--- src/rtl/core/hcfb_pkg.sv ---
// host command frame builder package
// slot codes, register indexes and the work register type
// no dependencies
`default_nettype none

package hcfb_pkg;

  localparam int unsigned MaxPayload = 254;
  localparam int unsigned ByteW      = 8;
  localparam int unsigned CfgIdxW    = 2;

  typedef logic [ByteW-1:0]   byte_t;
  typedef logic [CfgIdxW-1:0] cfg_idx_t;
  typedef logic [3:0]         slot_t;

  // register indexes
  localparam cfg_idx_t CfgPreamble  = 2'd0;
  localparam cfg_idx_t CfgStartTwo  = 2'd1;
  localparam cfg_idx_t CfgDirection = 2'd2;
  localparam cfg_idx_t CfgPostamble = 2'd3;

  // output slots of one frame, in stream order
  localparam slot_t SlotPre  = 4'd0;
  localparam slot_t SlotSc1  = 4'd1;
  localparam slot_t SlotSc2  = 4'd2;
  localparam slot_t SlotLen  = 4'd3;
  localparam slot_t SlotLcs  = 4'd4;
  localparam slot_t SlotDir  = 4'd5;
  localparam slot_t SlotData = 4'd6;
  localparam slot_t SlotDcs  = 4'd7;
  localparam slot_t SlotPost = 4'd8;

  typedef struct packed {
    byte_t data;
    byte_t len_byte;
    byte_t dcs;
    slot_t slot;
    slot_t last_slot;
  } work_t;

endpackage

`default_nettype wire

--- src/rtl/core/host_command_frame_builder.sv ---
// host command frame builder: wraps command bytes in a normal information frame
// channels: in (data_byte, frame_length), out (out_byte, end_of_frame, end_of_run)
// depends on hcfb_pkg
//
// usage: one command byte per input item. the first item of a frame yields
// preamble, start code one, start code two, len, lcs, direction byte and the
// data byte; later items yield the data byte alone. the item that closes the
// frame adds the data checksum and the postamble (end_of_frame set).
// end_of_run marks the last result of each item.
// an accepted item sits in a work register and leaves one result per cycle
// through the output register while the output is not stalled. the next item
// is taken in the cycle its predecessor's last result moves to the output
// register, so pass-through bytes flow one per cycle while the output is not
// stalled.
// when out_ready_i is low the output register holds and the work register
// waits behind it; in_ready_o drops once the work register is occupied.
// reset empties both registers, closes any open frame and restores the
// configuration registers to their defaults.
`default_nettype none

module host_command_frame_builder (
  input  wire                   clk_i,
  input  wire                   rst_ni,
  input  wire                   cfg_we_i,
  input  wire hcfb_pkg::cfg_idx_t cfg_index_i,
  input  wire hcfb_pkg::byte_t  cfg_data_i,
  input  wire                   in_valid_i,
  output logic                  in_ready_o,
  input  wire hcfb_pkg::byte_t  data_byte_i,
  input  wire hcfb_pkg::byte_t  frame_length_i,
  output logic                  out_valid_o,
  input  wire                   out_ready_i,
  output hcfb_pkg::byte_t       out_byte_o,
  output logic                  end_of_frame_o,
  output logic                  end_of_run_o
);
  import hcfb_pkg::*;

  byte_t preamble_q, start_two_q, direction_q, postamble_q;

  logic  in_frame_q, in_frame_d;
  byte_t bytes_left_q, bytes_left_d;
  byte_t sum_q, sum_d;

  logic  work_valid_q, work_valid_d;
  work_t work_q, work_d;

  logic  out_valid_q, out_valid_d;
  byte_t out_byte_q, out_byte_d;
  logic  eof_q, eof_d, eor_q, eor_d;

  logic  in_acc, load_out, work_done;
  byte_t len_clamp, len_byte, bl_sel, bl_next, sum_base, sum_new, slot_byte;

  // configuration registers
  always_ff @(posedge clk_i or negedge rst_ni) begin
    if (!rst_ni) begin
      preamble_q  <= 8'h00;
      start_two_q <= 8'hFF;
      direction_q <= 8'hD4;
      postamble_q <= 8'h00;
    end else if (cfg_we_i) begin
      unique case (cfg_index_i)
        CfgPreamble:  preamble_q  <= cfg_data_i;
        CfgStartTwo:  start_two_q <= cfg_data_i;
        CfgDirection: direction_q <= cfg_data_i;
        CfgPostamble: postamble_q <= cfg_data_i;
        default:      preamble_q  <= preamble_q;
      endcase
    end
  end

  assign load_out   = work_valid_q && (!out_valid_q || out_ready_i);
  assign work_done  = load_out && (work_q.slot == work_q.last_slot);
  assign in_ready_o = !work_valid_q || work_done;
  assign in_acc     = in_valid_i && in_ready_o;

  // frame bookkeeping for the incoming item
  always_comb begin
    priority if (frame_length_i == 8'd0) begin
      len_clamp = 8'd1;
    end else if (frame_length_i > ByteW'(MaxPayload)) begin
      len_clamp = ByteW'(MaxPayload);
    end else begin
      len_clamp = frame_length_i;
    end
    len_byte = len_clamp + 8'd1;
    sum_base = in_frame_q ? sum_q : (preamble_q + preamble_q + start_two_q + direction_q);
    sum_new  = sum_base + data_byte_i;
    bl_sel   = in_frame_q ? bytes_left_q : len_clamp;
    bl_next  = (bl_sel != 8'd0) ? (bl_sel - 8'd1) : 8'd0;
  end

  always_comb begin
    in_frame_d   = in_frame_q;
    bytes_left_d = bytes_left_q;
    sum_d        = sum_q;
    work_valid_d = work_valid_q;
    work_d       = work_q;
    if (in_acc) begin
      work_valid_d       = 1'b1;
      work_d.data        = data_byte_i;
      work_d.len_byte    = len_byte;
      work_d.dcs         = ~sum_new;
      work_d.slot        = in_frame_q ? SlotData : SlotPre;
      work_d.last_slot   = (bl_next == 8'd0) ? SlotPost : SlotData;
      bytes_left_d       = bl_next;
      in_frame_d         = (bl_next != 8'd0);
      sum_d              = (bl_next == 8'd0) ? 8'd0 : sum_new;
    end else if (work_done) begin
      work_valid_d = 1'b0;
    end else if (load_out) begin
      work_d.slot = work_q.slot + 4'd1;
    end
  end

  // byte of the current slot
  always_comb begin
    unique case (work_q.slot)
      SlotPre, SlotSc1: slot_byte = preamble_q;
      SlotSc2:          slot_byte = start_two_q;
      SlotLen:          slot_byte = work_q.len_byte;
      SlotLcs:          slot_byte = 8'd0 - work_q.len_byte;
      SlotDir:          slot_byte = direction_q;
      SlotData:         slot_byte = work_q.data;
      SlotDcs:          slot_byte = work_q.dcs;
      SlotPost:         slot_byte = postamble_q;
      default:          slot_byte = work_q.data;
    endcase
  end

  always_comb begin
    out_valid_d = out_valid_q;
    out_byte_d  = out_byte_q;
    eof_d       = eof_q;
    eor_d       = eor_q;
    if (load_out) begin
      out_valid_d = 1'b1;
      out_byte_d  = slot_byte;
      eof_d       = (work_q.slot == SlotPost);
      eor_d       = (work_q.slot == work_q.last_slot);
    end else if (out_ready_i) begin
      out_valid_d = 1'b0;
    end
  end

  always_ff @(posedge clk_i or negedge rst_ni) begin
    if (!rst_ni) begin
      in_frame_q   <= 1'b0;
      bytes_left_q <= 8'd0;
      sum_q        <= 8'd0;
      work_valid_q <= 1'b0;
      out_valid_q  <= 1'b0;
    end else begin
      in_frame_q   <= in_frame_d;
      bytes_left_q <= bytes_left_d;
      sum_q        <= sum_d;
      work_valid_q <= work_valid_d;
      out_valid_q  <= out_valid_d;
    end
  end

  // payload registers
  always_ff @(posedge clk_i) begin
    work_q     <= work_d;
    out_byte_q <= out_byte_d;
    eof_q      <= eof_d;
    eor_q      <= eor_d;
  end

  assign out_valid_o    = out_valid_q;
  assign out_byte_o     = out_byte_q;
  assign end_of_frame_o = eof_q;
  assign end_of_run_o   = eor_q;

`ifndef SYNTH
  a_frame_count : assert property (@(posedge clk_i) disable iff (!rst_ni)
    in_frame_q == (bytes_left_q != 8'd0))
    else $error("open frame and byte count disagree");

  a_slot_range : assert property (@(posedge clk_i) disable iff (!rst_ni)
    work_valid_q |-> (work_q.slot <= work_q.last_slot))
    else $error("work slot ran past its last slot");

  a_eof_ends_run : assert property (@(posedge clk_i) disable iff (!rst_ni)
    (out_valid_o && end_of_frame_o) |-> end_of_run_o)
    else $error("postamble not marked as end of run");

  a_header_start : assert property (@(posedge clk_i) disable iff (!rst_ni)
    (in_valid_i && in_ready_o && !in_frame_q) |=> (work_q.slot == SlotPre))
    else $error("frame start did not begin with the preamble");
`endif

endmodule

`default_nettype wire
--- config.mk ---
export PLATFORM = sky130hd
export DESIGN_NAME = host_command_frame_builder
export DESIGN_NICKNAME = d
export VERILOG_FILES = /design/src/rtl/core/hcfb_pkg.sv /design/src/rtl/core/host_command_frame_builder.sv
export SDC_FILE = /design/constraint.sdc
export NUM_CORES = 1
export LEC_CHECK = 0
export ABC_AREA = 1
export BUFFER_PORTS_ARGS = -buffer_cell sky130_fd_sc_hd__buf_4
export CORE_UTILIZATION = 33
export CTS_CLUSTER_SIZE = 30
export DETAILED_ROUTE_END_ITERATION = 6
export PLACE_DENSITY_LB_ADDON = 0.3
export SLEW_MARGIN = 0
export SYNTH_ARGS = -nofsm -noshare
export SYNTH_HDL_FRONTEND = slang
export SYNTH_SLANG_ARGS = --single-unit
--- constraint.sdc ---
create_clock -name clk_i -period 4 [get_ports clk_i]
set_input_delay 0.2 -clock clk_i [delete_from_list [all_inputs] [get_ports clk_i]]
set_output_delay 0.2 -clock clk_i [all_outputs]
set_load 0.03 [all_outputs]
==> out/results.ini <==
[final_layout]
area_growth_pct = 16.3
antennaDiodeCount = 0
drive_above_1_share_pct = 15.1
nets = 736
fin_cells = 896

[synthesis]
syn_inst = 630
synthSimpleGateAreaFrac_pct = 24.1
ys_ff_latch = 91
synth_cell_types = 42
synth_mux_area_share_pct = 0
yosysWarnings = 0
synth_ff_type = edfxtp_1
synth_top_area_share_pct = 22.5
syn_avg_cell_area_um2 = 8.48
post-synth-top-area-cell = edfxtp_1
synthXorXnorAreaFrac_pct = 2.29
yosysSeqAreaShare_pct = 46.6
syn-num-nets = 691
synth_edf_count = 40
synth_area_um2 = 5350
synth.area.top_cells = edfxtp_1 22%, dfrtp_1 18%, nand2_1 13%
synthArstFlopShare_pct = 56.0
synth_fa_ha_area_share_pct = 8.15
synth_top_family_by_area = simple AND/OR/NAND/NOR gates
synth_compound_gate_area_share_pct = 11.1

[critical_path]
crit_slowest_cell = dfstp_2
required_ns = 4.24
cpMostUsedCell = a21oi_1
worst-path-max-fanout = 4
startpoint_type = register
critPathTopFamily = adder cells
critPathMaxStageDelay_ns = 0.57
arrival_ns = 3.78
reg2reg_slack_ns = 0.46
critical_path.cell_chain = fa_1 -> ha_1 -> nand2_1 -> nor2_1 -> a211oi_1 -> o21ai_0 -> a21oi_1 -> xor2_1 -> a21oi_1 -> ha_1 -> a21oi_1 -> o31ai_1 -> a21oi_1 -> nand3_1 -> nand2_1 -> inv_1 -> nand3_2 -> nand2_1
path_class = register to register
reg2regPathDepth = 18
rr_startpoint = start_two_q[3]
path_buf_inv = 1
crit_path_end_kind = register
r2r-end = sum_q[7]

[grt]
grt_start_max_net_pins = 52
gr-total-overflow = 0
grt_antenna_before_repair = 0
grt_pass1_vias = 4351
grt_use_total_pct = 16.6
grt_pass1_wl_um = 21100

[place]
place_ws_ns = 0.498
portBuffers = 42
place_hpwl_um = 9630
place_congestion = 0.886
placed_cells = 879

[clock_tree]
clkLatencyLatePin_ns = 0.35
clock-sinks = 91
postCtsHoldBufs = 1
cts.reportedPaths.clkPinSlew_ns = 0.07
post-cts-setup-buffer-count = 0
htree_levels = 3
clockBufferDepth = 2
clock-root-buffer = clkbuf_16
cts_buffers = 9
ctsResizeCount = 0
cts_tree = yes

[timing]
worstMarginPinSlew_ns = 0.703
fin_tns_setup_ns = 0
slew-limit-headroom_pct = 52.9
hold_violations = 0
hold-worst-slack_ns = 0.0491
drv_slew = 0
rsz0062_at_grt = no
fin_crit_sh_pct = 88.6
finalWorstSetupSlack_ns = 0.456
setup_violations = 0
finalClockSkew_ns = 0.00976
fin_crit_ns = 3.54
fmax_ghz = 0.282

[floorplan]
core-area_um2 = 15800
die_h_um = 129
start_util_pct = 33.8
row_count = 46
die_w_um = 129
dieArea_um2 = 16700
num_io_pins = 43

[routing]
drt_wl_total_um = 12700
drt-initial-drc-count = 201
first_pass_iters = 4
routedWlPerCell_um = 14.2
postRouteAntennaNets = 0
post-route-drc-count = 0
routed-via-count = 4300
via_per_inst = 4.80

[power_and_ir_drop]
p_total_uw = 4760
p_leak_uw = 0.00298
vdd_ir_drop_max_mv = 0.352
p_per_area_nw_per_um2 = 766

[min_path]
min_to = work_q[24]
hold_depth = 1
hold_start = data_byte_i[0]
hold_class = input pin to register

[run_status]
outcome = completed

[flow_run]
maxCapViolations = 0

-- sequential cells by signal, indices dropped and copies added (netlist names), 8 cells and up --
register	cells
sum_q	8
direction_q	8
preamble_q	8
postamble_q	8
bytes_left_q	8
start_two_q	8
out_byte_o	8
work_q	30
-- layout make-up --
class	count	area, µm²
Fill cell	1573	9610
Sequential cell	91	2490
Multi-Input combinational cell	434	2440
Inverter	93	350
Timing Repair Buffer	46	348
Clock buffer	13	272
Tap cell	216	270
Clock inverter	3	45.0
-- worst max path at each step --
stage / startpoint / end / slack (ns) / cells past startpoint
CTS: start_two_q[3] / sum_q[7] / 0.47 / 18
global placement: start_two_q[3] / sum_q[7] / 0.59 / 18
floorplan: start_two_q[3] / work_q[15] / 0.81 / 16
global route: start_two_q[3] / sum_q[7] / 0.06 / 18
finish: start_two_q[3] / sum_q[7] / 0.46 / 18
detailed placement: start_two_q[3] / sum_q[7] / 0.50 / 18
-- power breakdown --
group	total, µW	internal [µW]	leakage [µW]	switching (µW)
Combinational	2290	800	0.00185	1490
Clock	904	540	0.000147	364
Sequential	1570	1380	0.000984	184
Total	4760	2720	0.00298	2040
-- worst register-to-register path, cell delays in order (launching register included) --
cell      delay (ns)
dfstp_2         0.57
fa_1            0.45
ha_1            0.37
nand2_1         0.08
nor2_1          0.04
a211oi_1        0.29
o21ai_0         0.14
a21oi_1         0.18
xor2_1          0.19
a21oi_1         0.08
ha_1            0.31
a21oi_1         0.15
o31ai_1         0.08
a21oi_1         0.15
nand3_1         0.09
nand2_1         0.10
inv_1           0.06
nand3_2         0.05
nand2_1         0.07
-- metal layers --
| layer | routed length, µm | vias to the layer above | global-route usage (%) |
|---|---|---|---|
| li1 | - | 2148 | - |
| met1 | 5900 | 2036 | 20.4 |
| met2 | 5920 | 85 | 27.4 |
| met3 | 446 | 31 | 2.93 |
| met4 | 459 | 0 | 9.62 |
| met5 | 0 | - | 0 |
-- synthesized netlist by cell type, types with 3 or more instances --
library cell  number
nand2_1          181
inv_1             87
o21ai_0           57
edfxtp_1          40
dfrtp_1           39
nand3_1           36
nor2_1            36
ha_1              22
a21oi_1           19
xor2_1            13
dfstp_2           12
a221oi_1           9
clkbuf_1           8
fa_1               8
nand3_2            8
nand2_2            7
nand2_4            4
a211oi_1           3
inv_2              3
nor2_4             3
o31ai_1            3
-- per-stage QoR --
stage          util (%)  instance area [µm²]
5_1_grt            39.3                 6210
6_report           39.3                 6210
3_5_place_dp       37.2                 5890
4_1_cts            39.3                 6210
3_3_place_gp       37.2                 5890
2_1_floorplan         -                 5350
-- kinds of logic after synthesis --
kind of cell,Yosys count
buf+inv,105
compound gates,102
simple gates,288
xor+xnor,14
fa+ha+maj,30
flops,91
-- cells in the final DEF (no fill, tap or decap), types with 4 or more instances in the layout --
cell       instances
xor2_1            13
o21ai_0           57
nand3_1           36
a21oi_1           19
nand2_1          181
clkbuf_16         10
dfrtp_1           39
edfxtp_1          40
nand2_4            4
inv_1             87
nand3_2            8
ha_1              22
fa_1               8
buf_4             45
a221oi_1           9
nand2_2            7
nor2_1            36
dfstp_2           12
Note: power is estimated with default switching activity, not from simulation.
